**src/sv/utf8_encoding_detector_defines.svh**
```systemverilog
// Assertion macros shared by the detector modules.
`ifndef UTF8_ENCODING_DETECTOR_DEFINES_SVH
`define UTF8_ENCODING_DETECTOR_DEFINES_SVH

// Condition that must hold at every clock edge outside reset.
`define UED_ASSERT_ALWAYS(lbl, cond, msg) \
  lbl: assert property (@(posedge clk) disable iff (rst) (cond)) else $error(msg);

// Same-cycle implication.
`define UED_ASSERT_IMP(lbl, ante, cons, msg) \
  lbl: assert property (@(posedge clk) disable iff (rst) (ante) |-> (cons)) else $error(msg);

// Next-cycle implication.
`define UED_ASSERT_NEXT(lbl, ante, cons, msg) \
  lbl: assert property (@(posedge clk) disable iff (rst) (ante) |=> (cons)) else $error(msg);

`endif

```
**src/sv/utf8ed_pkg.sv**
```systemverilog
// Types, constants and helper functions of the UTF-8 encoding detector.
`timescale 1ns / 1ps
package utf8ed_pkg;

  typedef logic [7:0] byte_t;

  localparam int WIN_DEPTH = 6;

  // Byte order mark.
  localparam byte_t BOM_BYTE0 = 8'hEF;
  localparam byte_t BOM_BYTE1 = 8'hBB;
  localparam byte_t BOM_BYTE2 = 8'hBF;

  // Lead byte tags after shifting out the payload bits.
  localparam logic [2:0] LEAD2_TAG = 3'h6;
  localparam logic [3:0] LEAD3_TAG = 4'hE;
  localparam logic [4:0] LEAD4_TAG = 5'h1E;
  localparam logic [5:0] LEAD5_TAG = 6'h3E;
  localparam logic [6:0] LEAD6_TAG = 7'h7E;
  localparam logic [1:0] CONT_TAG  = 2'h2;

  // Ratio test: 100 * valid >= 91 * total, i.e. at least 91 percent valid.
  localparam int PCT_SCALE  = 100;
  localparam int PCT_THRESH = 91;

  typedef logic [1:0] verdict_t;
  localparam verdict_t VERDICT_BOM     = 2'd0;
  localparam verdict_t VERDICT_ASCII   = 2'd1;
  localparam verdict_t VERDICT_NOBOM   = 2'd2;
  localparam verdict_t VERDICT_INVALID = 2'd3;

  typedef struct packed {
    logic load_byte;   // a word is accepted this cycle
    logic drain_step;  // decide the window head once
    logic calc_prod;   // register the ratio products
    logic load_out;    // capture the result and clear the string state
  } dp_cmd_t;

  typedef struct packed {
    logic fill_zero;
  } dp_stat_t;

  // Length of the form a lead byte announces: 1 ascii, 2..6 lead, 0 other.
  function automatic logic [2:0] lead_len(input byte_t c);
    logic [2:0] len;
    len = 3'd0;
    if (c[7] == 1'b0)                len = 3'd1;
    else if (c[7:5] == LEAD2_TAG)    len = 3'd2;
    else if (c[7:4] == LEAD3_TAG)    len = 3'd3;
    else if (c[7:3] == LEAD4_TAG)    len = 3'd4;
    else if (c[7:2] == LEAD5_TAG)    len = 3'd5;
    else if (c[7:1] == LEAD6_TAG)    len = 3'd6;
    return len;
  endfunction

  function automatic logic is_cont(input byte_t c);
    return c[7:6] == CONT_TAG;
  endfunction

  function automatic byte_t bom_byte(input logic [1:0] idx);
    byte_t b;
    unique case (idx)
      2'd0:    b = BOM_BYTE0;
      2'd1:    b = BOM_BYTE1;
      default: b = BOM_BYTE2;
    endcase
    return b;
  endfunction

endpackage

```
**src/sv/utf8ed_in_if.sv**
```systemverilog
// Input channel: one string byte per word with its last flag.
`timescale 1ns / 1ps
interface utf8ed_in_if;
  logic       valid;
  logic       ready;
  logic [7:0] data_byte;
  logic       last_byte;

  modport source (output valid, output data_byte, output last_byte, input ready);
  modport sink (input valid, input data_byte, input last_byte, output ready);
endinterface

```
**src/sv/utf8ed_out_if.sv**
```systemverilog
// Output channel: verdict and counts for one string.
`timescale 1ns / 1ps
interface utf8ed_out_if;
  logic        valid;
  logic        ready;
  logic [1:0]  verdict;
  logic [23:0] valid_count;
  logic [23:0] invalid_count;

  modport source (output valid, output verdict, output valid_count,
                  output invalid_count, input ready);
  modport sink (input valid, input verdict, input valid_count,
                input invalid_count, output ready);
endinterface

```
**src/sv/utf8ed_dp.sv**
```systemverilog
// Datapath: lookahead window, BOM tracking, tallies, ratio test and result register.
`timescale 1ns / 1ps
`include "utf8_encoding_detector_defines.svh"
module utf8ed_dp #(
  parameter int COUNT_WIDTH = 24
) (
  input  logic                clk,
  input  logic                rst,
  input  utf8ed_pkg::dp_cmd_t cmd,
  output utf8ed_pkg::dp_stat_t stat,
  input  utf8ed_pkg::byte_t   data_byte,
  output logic [1:0]          verdict,
  output logic [23:0]         valid_count,
  output logic [23:0]         invalid_count
);
  import utf8ed_pkg::*;

  localparam int PW = COUNT_WIDTH + 8;

  byte_t                  win [WIN_DEPTH];
  logic [2:0]             fill;
  logic                   ended;
  logic [1:0]             bom_prog;
  logic                   bom_ok;
  logic [COUNT_WIDTH-1:0] vtally;
  logic [COUNT_WIDTH-1:0] itally;
  logic [PW-1:0]          prod_v;
  logic [PW-1:0]          prod_t;

  byte_t                  win_ins [WIN_DEPTH];
  byte_t                  src [WIN_DEPTH];
  byte_t                  win_sh [WIN_DEPTH];
  logic [2:0]             dec_len;
  logic                   dec_ok;
  logic [2:0]             dec_n;
  logic                   dec_valid;
  logic                   dec_invalid;
  logic                   take;
  logic                   full_dec;
  logic                   do_dec;
  logic [COUNT_WIDTH:0]   total;
  logic [COUNT_WIDTH+23:0] v_ext;
  logic [COUNT_WIDTH+23:0] i_ext;

  assign take     = cmd.load_byte && !ended && (data_byte != 8'd0);
  assign full_dec = take && (fill == 3'(WIN_DEPTH - 1));
  assign do_dec   = full_dec || cmd.drain_step;

  // Window with the incoming byte written at the fill position.
  always_comb begin
    for (int i = 0; i < WIN_DEPTH; i++) begin
      win_ins[i] = (fill == 3'(i)) ? data_byte : win[i];
      src[i]     = cmd.drain_step ? win[i] : win_ins[i];
    end
  end

  // Decide the head byte; positions past the fill hold zeros, which are
  // never continuation bytes, so a valid form never reaches past the fill.
  always_comb begin
    dec_len = lead_len(src[0]);
    dec_ok  = (dec_len >= 3'd2);
    for (int k = 1; k < WIN_DEPTH; k++) begin
      if ((3'(k) < dec_len) && !is_cont(src[k])) dec_ok = 1'b0;
    end
    dec_valid   = 1'b0;
    dec_invalid = 1'b0;
    dec_n       = 3'd1;
    if (dec_len == 3'd1) begin
      dec_n = 3'd1;
    end else if (dec_ok) begin
      dec_n     = dec_len;
      dec_valid = 1'b1;
    end else begin
      dec_invalid = 1'b1;
    end
  end

  always_comb begin
    for (int i = 0; i < WIN_DEPTH; i++) begin
      win_sh[i] = '0;
      for (int j = 1; j < WIN_DEPTH; j++) begin
        if (j == i + int'(dec_n)) win_sh[i] = src[j];
      end
    end
  end

  assign total = {1'b0, vtally} + {1'b0, itally};
  assign v_ext = (COUNT_WIDTH + 24)'(vtally);
  assign i_ext = (COUNT_WIDTH + 24)'(itally);

  always_ff @(posedge clk) begin
    if (rst || cmd.load_out) begin
      for (int i = 0; i < WIN_DEPTH; i++) win[i] <= '0;
      fill     <= '0;
      ended    <= 1'b0;
      bom_prog <= '0;
      bom_ok   <= 1'b1;
      vtally   <= '0;
      itally   <= '0;
    end else begin
      if (cmd.load_byte && !ended) begin
        if (bom_ok && (bom_prog != 2'd3)) begin
          if (data_byte == bom_byte(bom_prog)) bom_prog <= bom_prog + 2'd1;
          else bom_ok <= 1'b0;
        end
        if (data_byte == 8'd0) ended <= 1'b1;
      end
      if (do_dec) begin
        for (int i = 0; i < WIN_DEPTH; i++) win[i] <= win_sh[i];
        if (full_dec) fill <= 3'(WIN_DEPTH) - dec_n;
        else fill <= fill - dec_n;
        if (dec_valid && (vtally != '1)) vtally <= vtally + 1'b1;
        if (dec_invalid && (itally != '1)) itally <= itally + 1'b1;
      end else if (take) begin
        for (int i = 0; i < WIN_DEPTH; i++) win[i] <= win_ins[i];
        fill <= fill + 3'd1;
      end
    end
  end

  always_ff @(posedge clk) begin
    if (cmd.calc_prod) begin
      prod_v <= PW'(vtally) * PW'(PCT_SCALE);
      prod_t <= PW'(total) * PW'(PCT_THRESH);
    end
    if (cmd.load_out) begin
      if (bom_ok && (bom_prog == 2'd3)) begin
        verdict       <= VERDICT_BOM;
        valid_count   <= '0;
        invalid_count <= '0;
      end else begin
        if (total == '0) verdict <= VERDICT_ASCII;
        else if (prod_v >= prod_t) verdict <= VERDICT_NOBOM;
        else verdict <= VERDICT_INVALID;
        valid_count   <= v_ext[23:0];
        invalid_count <= i_ext[23:0];
      end
    end
  end

  assign stat.fill_zero = (fill == 3'd0);

  `UED_ASSERT_ALWAYS(a_fill_bound, fill < 3'(WIN_DEPTH), "window fill reached the window depth")
  `UED_ASSERT_IMP(a_drain_nonempty, cmd.drain_step, fill != 3'd0, "drain step on an empty window")
  `UED_ASSERT_NEXT(a_clear_after_out, cmd.load_out, (fill == 3'd0) && (vtally == '0) && (itally == '0) && bom_ok && !ended, "string state not cleared after result")
endmodule

```
**src/sv/utf8ed_ctrl.sv**
```systemverilog
// Controller: scan, drain, ratio test and result handoff sequencing.
`timescale 1ns / 1ps
`include "utf8_encoding_detector_defines.svh"
module utf8ed_ctrl (
  input  logic                 clk,
  input  logic                 rst,
  input  logic                 in_valid,
  input  logic                 in_last,
  output logic                 in_ready,
  output logic                 out_valid,
  input  logic                 out_ready,
  output utf8ed_pkg::dp_cmd_t  cmd,
  input  utf8ed_pkg::dp_stat_t stat
);
  import utf8ed_pkg::*;

  localparam logic [1:0] S_RUN   = 2'd0;
  localparam logic [1:0] S_DRAIN = 2'd1;
  localparam logic [1:0] S_PROD  = 2'd2;
  localparam logic [1:0] S_CMP   = 2'd3;

  logic [1:0] state;
  logic [1:0] state_next;
  logic       out_valid_next;
  logic       in_acc;

  assign in_ready = (state == S_RUN);
  assign in_acc   = in_valid && in_ready;

  always_comb begin
    state_next = state;
    cmd        = '0;
    unique case (state)
      S_RUN: begin
        cmd.load_byte = in_acc;
        if (in_acc && in_last) state_next = S_DRAIN;
      end
      S_DRAIN: begin
        if (stat.fill_zero) state_next = S_PROD;
        else cmd.drain_step = 1'b1;
      end
      S_PROD: begin
        cmd.calc_prod = 1'b1;
        state_next    = S_CMP;
      end
      S_CMP: begin
        // Wait here until the result register is free.
        if (!out_valid || out_ready) begin
          cmd.load_out = 1'b1;
          state_next   = S_RUN;
        end
      end
      default: state_next = S_RUN;
    endcase
  end

  assign out_valid_next = cmd.load_out || (out_valid && !out_ready);

  always_ff @(posedge clk) begin
    if (rst) begin
      state     <= S_RUN;
      out_valid <= 1'b0;
    end else begin
      state     <= state_next;
      out_valid <= out_valid_next;
    end
  end

  `UED_ASSERT_NEXT(a_last_drains, in_acc && in_last, state == S_DRAIN, "last word did not start the drain")
  `UED_ASSERT_IMP(a_no_overwrite, cmd.load_out, !out_valid || out_ready, "pending result overwritten")
  `UED_ASSERT_NEXT(a_load_shows, cmd.load_out, out_valid && (state == S_RUN), "loaded result not presented")
endmodule

```
**src/sv/utf8_encoding_detector.sv**
```systemverilog
// Top level of the UTF-8 encoding detector.
//
//   channel   dir   words                              handshake
//   in_ch     in    data_byte[7:0], last_byte          valid/ready
//   out_ch    out   verdict[1:0], valid_count[23:0],   valid/ready
//                   invalid_count[23:0]
//
// A string word is taken every cycle while scanning; a full window decides one
// head position in the same cycle. After the last word, the window drains one
// head form per cycle (at most five positions are held); then the ratio products
// are registered, and the compare loads the result register once it is free.
// Input ready is low from the last word until the result is loaded; a stalled
// result holds in the output register while the next string is scanned.
// Reset is synchronous and returns all string state to empty.
`timescale 1ns / 1ps
module utf8_encoding_detector #(
  parameter int COUNT_WIDTH = 24
) (
  input logic         clk,
  input logic         rst,
  utf8ed_in_if.sink   in_ch,
  utf8ed_out_if.source out_ch
);
  import utf8ed_pkg::*;

  dp_cmd_t  cmd;
  dp_stat_t stat;

  utf8ed_ctrl u_ctrl (
    .clk       (clk),
    .rst       (rst),
    .in_valid  (in_ch.valid),
    .in_last   (in_ch.last_byte),
    .in_ready  (in_ch.ready),
    .out_valid (out_ch.valid),
    .out_ready (out_ch.ready),
    .cmd       (cmd),
    .stat      (stat)
  );

  utf8ed_dp #(
    .COUNT_WIDTH (COUNT_WIDTH)
  ) u_dp (
    .clk           (clk),
    .rst           (rst),
    .cmd           (cmd),
    .stat          (stat),
    .data_byte     (in_ch.data_byte),
    .verdict       (out_ch.verdict),
    .valid_count   (out_ch.valid_count),
    .invalid_count (out_ch.invalid_count)
  );
endmodule
```
**src/flat_wrapper.sv**
```systemverilog
// flat-port wrapper written by rule: the top's interface ports become plain ports
module utf8_encoding_detector_flat import utf8ed_pkg::*;
#(
  parameter int COUNT_WIDTH = 24
)
  (clk, rst, in_ch_valid, in_ch_data_byte, in_ch_last_byte, in_ch_ready, out_ch_valid, out_ch_verdict, out_ch_valid_count, out_ch_invalid_count, out_ch_ready);
  utf8ed_in_if in_ch_i ();
  utf8ed_out_if out_ch_i ();
  input logic clk;
  input logic rst;
  input wire logic [$bits(in_ch_i.valid)-1:0] in_ch_valid;
  input wire logic [$bits(in_ch_i.data_byte)-1:0] in_ch_data_byte;
  input wire logic [$bits(in_ch_i.last_byte)-1:0] in_ch_last_byte;
  output wire logic [$bits(in_ch_i.ready)-1:0] in_ch_ready;
  output wire logic [$bits(out_ch_i.valid)-1:0] out_ch_valid;
  output wire logic [$bits(out_ch_i.verdict)-1:0] out_ch_verdict;
  output wire logic [$bits(out_ch_i.valid_count)-1:0] out_ch_valid_count;
  output wire logic [$bits(out_ch_i.invalid_count)-1:0] out_ch_invalid_count;
  input wire logic [$bits(out_ch_i.ready)-1:0] out_ch_ready;
  assign in_ch_i.valid = in_ch_valid;
  assign in_ch_i.data_byte = in_ch_data_byte;
  assign in_ch_i.last_byte = in_ch_last_byte;
  assign in_ch_ready = in_ch_i.ready;
  assign out_ch_valid = out_ch_i.valid;
  assign out_ch_verdict = out_ch_i.verdict;
  assign out_ch_valid_count = out_ch_i.valid_count;
  assign out_ch_invalid_count = out_ch_i.invalid_count;
  assign out_ch_i.ready = out_ch_ready;
  utf8_encoding_detector #(.COUNT_WIDTH(COUNT_WIDTH)) u_core (.clk(clk), .rst(rst), .in_ch(in_ch_i), .out_ch(out_ch_i));
endmodule
```
**config.mk**
```make
export PLATFORM = sky130hd
export DESIGN_NAME = utf8_encoding_detector_flat
export DESIGN_NICKNAME = d
export VERILOG_FILES = /design/src/sv/utf8ed_pkg.sv /design/src/sv/utf8ed_in_if.sv /design/src/sv/utf8ed_out_if.sv /design/src/sv/utf8ed_dp.sv /design/src/sv/utf8ed_ctrl.sv /design/src/sv/utf8_encoding_detector.sv /design/src/flat_wrapper.sv
export VERILOG_INCLUDE_DIRS = /design/src /design/src/sv
export SDC_FILE = /design/constraint.sdc
export NUM_CORES = 1
export LEC_CHECK = 0
export BUFFER_PORTS_ARGS = -buffer_cell sky130_fd_sc_hd__buf_4
export CAP_MARGIN = 20
export CORE_ASPECT_RATIO = 1.25
export CORE_MARGIN = 2
export CORE_UTILIZATION = 31
export CTS_CLUSTER_DIAMETER = 60
export CTS_CLUSTER_SIZE = 20
export DETAILED_ROUTE_END_ITERATION = 10
export SLEW_MARGIN = 20
export SYNTH_ARGS = -nofsm -noshare
export SYNTH_HDL_FRONTEND = slang
export SYNTH_SLANG_ARGS = --single-unit
export TNS_END_PERCENT = 30
```
**constraint.sdc**
```tcl
create_clock -name clk -period 9.35 [get_ports clk]
set_clock_uncertainty 0.2 [all_clocks]
set_input_delay 0.4675 -clock clk [delete_from_list [all_inputs] [get_ports clk]]
set_output_delay 0.4675 -clock clk [all_outputs]
set_load 0.02 [all_outputs]
```
; Yosys cells after proc, flatten, opt, wreduce, memory -nomap -nowiden
; Memory sizes are Yosys's and may differ from the RTL's.
; Index checks and enable logic that the tools add are counted.
[classes]
n_lt_le_gt_ge = 7
n_addsub = 12
reduce_logical = 41
bitwise_logic = 13
mul = 2
muxes = 99
n_eq_ne = 58
[ops]
columns = cell, count
row1 = $mux 8, 57
row2 = $eq 3x32->1 const A, 10
row3 = $eq 2x32->1 const A, 5
row4 = $eq 4x32->1 const A, 5
row5 = $add 24x1->24 const B, 2
row6 = $ne 24x24->1 const B, 2
row7 = $mux 3, 11
row8 = $ge 31x32->1, 1
row9 = $mul 25x7->32 const B, 1
row10 = $mul 24x5->29 const B, 1
row11 = $mux 1, 26
row12 = $add 24x24->25, 1
row13 = $logic_not 25->1, 1
row14 = $eq 3x4->1 const A, 5
row15 = $eq 2x2->1 const B, 8
row16 = $logic_and 1x1->1, 15
row17 = $pmux 7 s2, 1
row18 = $eq 3x3->1 const A, 4
row19 = $or 1x1->1, 12
row20 = $eq 3x3->1 const B, 3
row21 = $reduce_and 3->1, 3
row22 = $add 2x3->4 const A, 2
row23 = $add 3x3->4 const A, 2
row24 = $eq 8x8->1, 1
row25 = 31 further kinds, 53
[totals]
mem_count = 1
out_inout_bits = 52
ramBits = 48
word_cells = 247
inputBits = 13
ff_bits = 169
[memory_table]
columns = name, words, width, read_ports, rd_ports_with_merged_regs, wr, line_no
row1 = u_core.u_dp.win, 6, 8, 6, 0, 6, utf8ed_dp.sv:20  ; byte_t win [WIN_DEPTH];

; Logic depth before layout (Yosys ltp)
; Gate-level depths: netlist (run 1).
[depth]
word_depth = 29
ltp_mapped = 24
ltp_nobuf = 24

; By module
; Synthesis (run 1) repeated with hierarchy kept, for this count alone.
[unflattened]
cells_unflattened = 1964
hier_area_um2 = 18724.2
[modules_own_cells]
columns = mod, instances, seq_area_each_um2, cells_per_inst, area_each_um2
row1 = utf8ed_dp, 1, 5695.5, 1940, 18502.7
row2 = utf8ed_ctrl, 1, 60.1, 24, 221.5

; Worst setup path before layout (run 1)
; Ideal clock, no wire load.
[synth_timing]
path_kind = register -> register
start = reg u_core.u_dp.vtally[0]
end = reg u_core.u_dp.prod_t[31], data pin
path_stages_with_launch = 24
n_path_buf = 0
arrival_ns = 5.828
setup_slack_ns = 3.065
setup_time_ns = 0.258
required_ns = 8.892
synth_period_minus_slack_ns = 6.285
path_cell_list = dfxtp_1 ha_1 fa_1 a211oi_2 o211ai_1 a311oi_2 o21ai_1 and3_1 nor2_1 ha_1 inv_1 fa_1 inv_1 fa_1 fa_1 ha_1 a21o_1 a21o_1 a21oi_1 o22ai_1 a211oi_1 o21ai_0 a21oi_1 xnor2_1
[synth_via]
elab_chain_len = 2
[synth_lines]
columns = element, line_no
row1 = "start, declared", utf8ed_dp.sv:25  ; logic [COUNT_WIDTH-1:0] vtally;
row2 = "start signal, assigned", utf8ed_dp.sv:112  ; if (dec_valid && (vtally != '1)) vtally <= vtally + 1'b1;
row3 = $add 24x24->25, utf8ed_dp.sv:87  ; assign total = {1'b0, vtally} + {1'b0, itally};
row4 = $mul 25x7->32, utf8ed_dp.sv:124  ; prod_t <= PW'(total) * PW'(PCT_THRESH);
row5 = "end signal, assigned", utf8ed_dp.sv:124
row6 = "end, declared", utf8ed_dp.sv:28  ; logic [PW-1:0] prod_t;
; Every way passes these cells.
; A chain may end at the register's enable or synchronous reset.

; Worst setup path after layout (run 1)
; Same ends and word-level chain as after synthesis.

==> results of run 1 <==
[power by group through the flow]
stage / clock (mW) / combinational [mW] / sequential [mW]
2_1_floorplan: 0 / 0.794 / 1.31
4_1_cts: 1.05 / 1.18 / 1.30
6_report: 1.03 / 1.18 / 1.30
5_1_grt: 1.08 / 1.28 / 1.32
3_5_place_dp: 0 / 1.17 / 1.32
3_3_place_gp: 0 / 1.16 / 1.31
[sequential cells by signal, indices dropped and copies added (netlist names), 2 cells and up]
register                   flops
u_core.u_dp.fill               3
u_core.u_dp.itally            24
u_core.u_dp.valid_count       24
u_core.u_ctrl.state            2
u_core.u_dp.prod_v            29
u_core.u_dp.invalid_count     24
u_core.u_dp.win               42
u_core.u_dp.prod_t            32
u_core.u_dp.bom_prog           2
u_core.u_dp.vtally            24
u_core.u_dp.verdict            2
[worst paths after layout]
kind / end / cells after the start
worst min register to register: u_core.u_dp.itally[10] / 2
worst min-delay path: u_core.u_dp.ended / 3
worst max register to register: u_core.u_dp.prod_t[31] / 22
worst max-delay path: u_core.u_dp.prod_t[31] / 22
[cell usage in the layout, fill, tap and decap left out, types with 20 or more instances in the layout]
cell	Yosys	layout
inv_1	247	247
ha_1	220	219
edfxtp_1	153	153
a21oi_1	125	125
nand2_1	110	110
nor2_1	102	102
fa_1	86	86
buf_4	3	77
mux2i_1	74	74
xnor2_1	68	68
dfxtp_1	58	58
o21ai_0	55	55
nand3_1	47	47
and2_1	37	37
a21o_1	35	35
o22ai_1	32	32
or3_1	30	30
o211ai_1	27	27
clkbuf_16	0	25
nand4_1	20	20
[layout make-up]
type / count / area share [%]
Tap cell: 765 / 4.60
Inverter: 247 / 4.46
Clock inverter: 18 / 1.10
Timing Repair Buffer: 79 / 2.90
Clock buffer: 26 / 3.03
Antenna cell: 1 / 0.0120
Sequential cell: 211 / 27.7
Multi-Input combinational cell: 1413 / 56.2
[logic make-up after synthesis]
family / count (synthesis) / synth area share, %
multiplexers: 84 / 4.66
adder cells (fa/ha/maj): 306 / 24.0
AND/OR/NAND/NOR: 474 / 13.0
flip-flops: 211 / 30.9
AO/OA/AOI/OAI: 463 / 16.9
buffers and inverters: 308 / 6.39
XOR/XNOR: 86 / 4.05
[synth_stat cells (44+ instances only)]
master    count  area share (%)
xnor2_1      68             3.2
ha_1        220              15
clkbuf_1     44            0.89
edfxtp_1    153              25
o21ai_0      55             1.5
nand3_1      47             1.3
nand2_1     110             2.2
inv_1       247             5.0
nor2_1      102             2.1
a21oi_1     125             3.4
dfxtp_1      58             6.2
mux2i_1      74             4.0
fa_1         86             9.3
[stage by stage]
stage | cell area, um^2 | power, mW | std cells | hold slack, ns | worst slack, ns
detailed placement | 19900 | 2.49 | 2713 | 0.316 | 2.16
floorplan | 18600 | 2.11 | 1932 | 0.261 | 3.06
finish | 20800 | 3.51 | 2760 | 0.0509 | 2.07
global route | 20800 | 3.68 | 2759 | 0.0421 | 1.53
global placement | 19900 | 2.47 | 2713 | 0.299 | 2.24
CTS | 20800 | 3.53 | 2758 | 0.0247 | 2.13
[routing by layer]
layer / wire length [um] / share of wire [%] / GRT usage (%) / up-vias
met5: 0 / 0 / 0 / -
met4: 2310 / 4.2 / 7.52 / 0
met3: 2110 / 3.8 / 1.76 / 131
met2: 28800 / 52 / 32.9 / 390
met1: 21700 / 39 / 19.8 / 7248
li1: - / - / - / 7076
[tightest hold or removal path, stage by stage]
cell,delay (ns)
buf_4,0.10
a41oi_1,0.11
nor2_1,0.08
[timing repair]
item / in CTS / in global routing
hold buffers: 1 / 0
endpoints found under the hold margin: 3 / 0
setup endpoints to repair: 0 / 0
==> flow_metrics.tcl, run 1 <==
set metrics [dict create \
    globalRouteOverflowTotal 0 \
    ant_nets 0 \
    ys_types 91 \
    final-max-slew-violation-count 0 \
    grt_pass1_vias 15640 \
    root_buffer "clkbuf_16" \
    power.internal_mw 2.18 \
    grt_usage_pct 17.4 \
    fin_nets 2295 \
    cp_common_cell "fa_1" \
    startpoint_type "flop" \
    p_switching_mw 1.33 \
    coreArea_mm2 0.0594 \
    path_cells "ha_1 > fa_1 > a211oi_2 > o211ai_1 > a311oi_2 > o21bai_1 > xnor2_1 > ha_1 > inv_1 > fa_1 > inv_1 > fa_1 > fa_1 > ha_1 > a21o_1 > a21o_1 > a21oi_1 > o22ai_1 > a211oi_1 > o21ai_0 > a21oi_1 > xnor2_1" \
    max-clock-path-buffers 3 \
    hold_path_startpoint "in_ch_valid" \
    fmax_mhz 137 \
    finalWirelength_um 54900 \
    seqPwrFrac_pct 37.1 \
    peakVddDrop_v 0.000183 \
    syn2layout_area_growth_pct 11.7 \
    synth-async-reset-ratio_pct 0 \
    synth-seq-area-share_pct 30.9 \
    syn-num-nets 2251 \
    via_per_inst 5.38 \
    path_max_fanout 9 \
    outcome "finished clean" \
    cts_tree "yes" \
    cp_data_arrival_time_ns 7.38 \
    setup_tns_ns 0 \
    clkSinkCount 211 \
    dp_hpwl_um 43200 \
    antenna_found_initial 0 \
    startpoint "u_core.u_dp.vtally[0]" \
    clockPowerShare_pct 29.2 \
    start_util_pct 31.3 \
    postCtsSetupRepairBufs 0 \
    worstMarginPinSlew_ns 1.00 \
    syn_avg_cell_area_um2 9.63 \
    crit_slowest_cell "fa_1" \
    powerDensity_mw_per_mm2 169 \
    synth_edf_count 153 \
    dr.first_iter.drc_count 803 \
    hp-class "primary input to flop" \
    rows 100 \
    nFillCells 5962 \
    relSlewSlack_pct 31.1 \
    rsz0062_at_grt "no" \
    place.gp.congestion 0.910 \
    die_y_um 278 \
    worst-setup-path-type "flop to flop" \
    vias 14845 \
    r2r_start "u_core.u_dp.vtally[0]" \
    fin_crit_sh_pct 77.9 \
    required_ns 9.45 \
    io_buffers 64 \
    ys.warnings.count 0 \
    cts_made_buffers 24 \
    seq_area_mm2 0.00576 \
    cp_top_family "compound AO/OA/AOI/OAI gates" \
    swShare_pct 37.9 \
    grt_max_degree 62 \
    dr.pass1.iters 6 \
    multi_input_area_mm2 0.0117 \
    cap_violations 0 \
    worstSkewPairLatency_ns 0.55 \
    drive_gt1_share_pct 8.02 \
    synth.cell_area_mm2 0.0186 \
    min_period_ns 7.28 \
    route.detailed.drc 0 \
    detail_route.wl_per_cell_um 19.9 \
    setup_viol 0 \
    slowest_delay_ns 0.53 \
    die_area_mm2 0.0620 \
    path_buf_inv 2 \
    netlist_instances 1932 \
    cts_resized 0 \
    synth_seq_cells 211 \
    die_x_um 223 \
    htreeDepth 1 \
    pwr-share-comb_pct 33.7 \
    io_pins 65 \
    final_core_util_pct 35.0 \
    hold_violations 0 \
    path_clk_slew_ns 0.07 \
    r2r_slack_ns 2.07 \
    power_leakage_nw 9.65 \
    ys.flop_type "edfxtp_1" \
    end_kind "flop" \
    grt_pass1_wl_um 85600 \
]
Note: power is estimated with default switching activity, not from simulation.
==> run 2, diff against run 1 <==
clock period = 7.6 ns   (was 9.35 ns; I/O delays follow)
==> run 2 against run 1 <==
- register-to-register slack worse by 1.5 ns
- global-route usage is essentially flat
- final cell count barely moved
- first-iteration DRC count up 12%
- die area is the same
- critical path type unchanged
- critical endpoint unchanged
- highest routed layer unchanged
==> flow_metrics.tcl, run 2 (synthesized netlist as in run 1, its figures left out) <==
set metrics [dict create \
    die_area_mm2 0.0620 \
    seqPwrFrac_pct 37.5 \
    reg_top3 "u_core.u_dp.win (42), u_core.u_dp.prod_t (32), u_core.u_dp.prod_v (29)" \
    vias 14833 \
    path_buf_inv 2 \
    hp-class "primary input to flop" \
    path_max_fanout 9 \
    required_ns 7.71 \
    dr.pass1.iters 5 \
    hold_depth 4 \
    antenna_cells 0 \
    rows 100 \
    ant_nets 0 \
    place.gp.congestion 0.911 \
    worstMarginPinSlew_ns 1.07 \
    dr.first_iter.drc_count 897 \
    drive_gt1_share_pct 7.97 \
    route.detailed.drc 0 \
    hold_violations 0 \
    timing.rr.end "u_core.u_dp.prod_t[31]" \
    clkSinkCount 211 \
    detail_route.wl_per_cell_um 19.8 \
    globalRouteOverflowTotal 0 \
    cp_common_cell "fa_1" \
    final-max-slew-violation-count 0 \
    coreArea_mm2 0.0594 \
    fin_crit_sh_pct 92.9 \
    swShare_pct 38.6 \
    rsz0062_at_grt "no" \
    power.internal_mw 2.62 \
    grt_max_degree 62 \
    io_pins 65 \
    path_clk_slew_ns 0.08 \
    clockPowerShare_pct 28.4 \
    startpoint_type "flop" \
    peakVddDrop_v 0.000213 \
    power_leakage_nw 9.63 \
    max-clock-path-buffers 3 \
    slowest_delay_ns 0.53 \
    die_x_um 223 \
    finalWirelength_um 54500 \
    grt_pass1_vias 15408 \
    final_common_cell "inv_1" \
    most-common-layout-cells "inv_1 (247), ha_1 (219), edfxtp_1 (153), a21oi_1 (125), nand2_1 (110)" \
    syn2layout_area_growth_pct 11.5 \
    powerDensity_mw_per_mm2 206 \
    relSlewSlack_pct 28.7 \
    fin_nets 2296 \
    root_buffer "clkbuf_16" \
    cp_data_arrival_time_ns 7.17 \
    cts_tree "yes" \
    r2r_slack_ns 0.54 \
    min_to "u_core.u_dp.ended" \
    setup_viol 0 \
    outcome "finished clean" \
    worst-setup-path-type "flop to flop" \
    via_per_inst 5.38 \
    largest_reg_flops 42 \
    antenna_found_initial 0 \
    cap_violations 0 \
    end_kind "flop" \
    die_y_um 278 \
    r2r_start "u_core.u_dp.vtally[0]" \
    start_util_pct 31.3 \
    hold_path_startpoint "in_ch_data_byte[0]" \
    grt_pass1_wl_um 85200 \
    worstSkewPairLatency_ns 0.57 \
    cts_made_buffers 23 \
    io_buffers 64 \
    fmax_mhz 142 \
    pwr-share-comb_pct 34.1 \
    postCtsSetupRepairBufs 0 \
    setup_tns_ns 0 \
    regMostFlops "u_core.u_dp.win" \
    path_cells "ha_1 > fa_1 > a211oi_2 > o211ai_1 > a311oi_2 > o21ai_1 > and3_1 > nor2_1 > ha_1 > inv_1 > fa_1 > inv_1 > fa_1 > fa_1 > ha_1 > a21o_1 > a21o_1 > a21oi_1 > o22ai_1 > a211oi_2 > o21ai_0 > a21oi_1 > xnor2_1" \
    dp_hpwl_um 43000 \
    fin_total_pwr_mw 4.27 \
    htreeDepth 1 \
    min_period_ns 7.06 \
    grt_usage_pct 17.4 \
    p_switching_mw 1.65 \
    rr_worst_depth 23 \
    cp_top_family "adder cells" \
    crit_slowest_cell "fa_1" \
]
[run 2: final cells by class]
| class | instances | area (um^2) |
|---|---|---|
| clock buffer | 24 | 579 |
| clock inverter | 18 | 231 |
| fill | 5961 | 38700 |
| inverter | 247 | 927 |
| multi-input combinational | 1413 | 11700 |
| sequential | 211 | 5760 |
| tap | 765 | 957 |
| timing repair buffer | 81 | 616 |
[run 2: power by group through the flow]
stage	sequential (mW)	clock, mW	combinational (mW)
after floorplan	1.62	0	0.977
after global placement	1.62	0	1.43
after detailed placement	1.63	0	1.44
after CTS	1.60	1.24	1.45
after global routing	1.63	1.28	1.58
final	1.60	1.21	1.45
[run 2: how the worst max path moves through the flow]
stage                        endpoint                  start  depth (start not counted)
5_1_grt        u_core.u_dp.prod_t[31]  u_core.u_dp.vtally[1]                         23
3_3_place_gp   u_core.u_dp.prod_t[31]  u_core.u_dp.vtally[0]                         20
6_report       u_core.u_dp.prod_t[31]  u_core.u_dp.vtally[0]                         23
2_1_floorplan  u_core.u_dp.prod_t[31]  u_core.u_dp.vtally[0]                         23
4_1_cts        u_core.u_dp.prod_t[31]  u_core.u_dp.vtally[0]                         23
3_5_place_dp   u_core.u_dp.prod_t[31]  u_core.u_dp.vtally[0]                         23
[run 2: repair_timing]
action	in CTS	in global routing
endpoints found under the hold margin	5	0
setup endpoints to repair	0	2
hold buffers	3	0
gates resized for setup	0	1
[run 2: routing by layer]
metal	routed length (um)	track usage (%)	part of all wire (%)	up-vias
li1	-	-	-	7082
met5	0	0	0	-
met2	28400	32.5	52	378
met3	2050	1.52	3.8	131
met1	21600	19.9	40	7242
met4	2510	8.23	4.6	0
[run 2: worst reg2reg max path, delay by kind of cell, from the launching register on]
family | cells | cell delay (ns)
compound gates | 11 | 2.74
xor+xnor | 1 | 0.07
fa+ha+maj | 7 | 2.79
buf+inv | 2 | 0.13
flops | 1 | 0.40
simple gates | 2 | 0.49
[run 2: metrics by stage]
stage / utilization (%) / setup slack (ns) / hold slack [ns] / cell area, um^2 / instances
2_1_floorplan: - / 1.31 / 0.252 / 18600 / 1932
3_3_place_gp: 33.5 / 0.491 / 0.299 / 19900 / 2714
3_5_place_dp: 33.5 / 0.392 / 0.317 / 19900 / 2714
4_1_cts: 34.9 / 0.384 / 0.0684 / 20800 / 2759
5_1_grt: 34.9 / 0.0391 / 0.104 / 20800 / 2759
6_report: 34.9 / 0.541 / 0.101 / 20800 / 2759
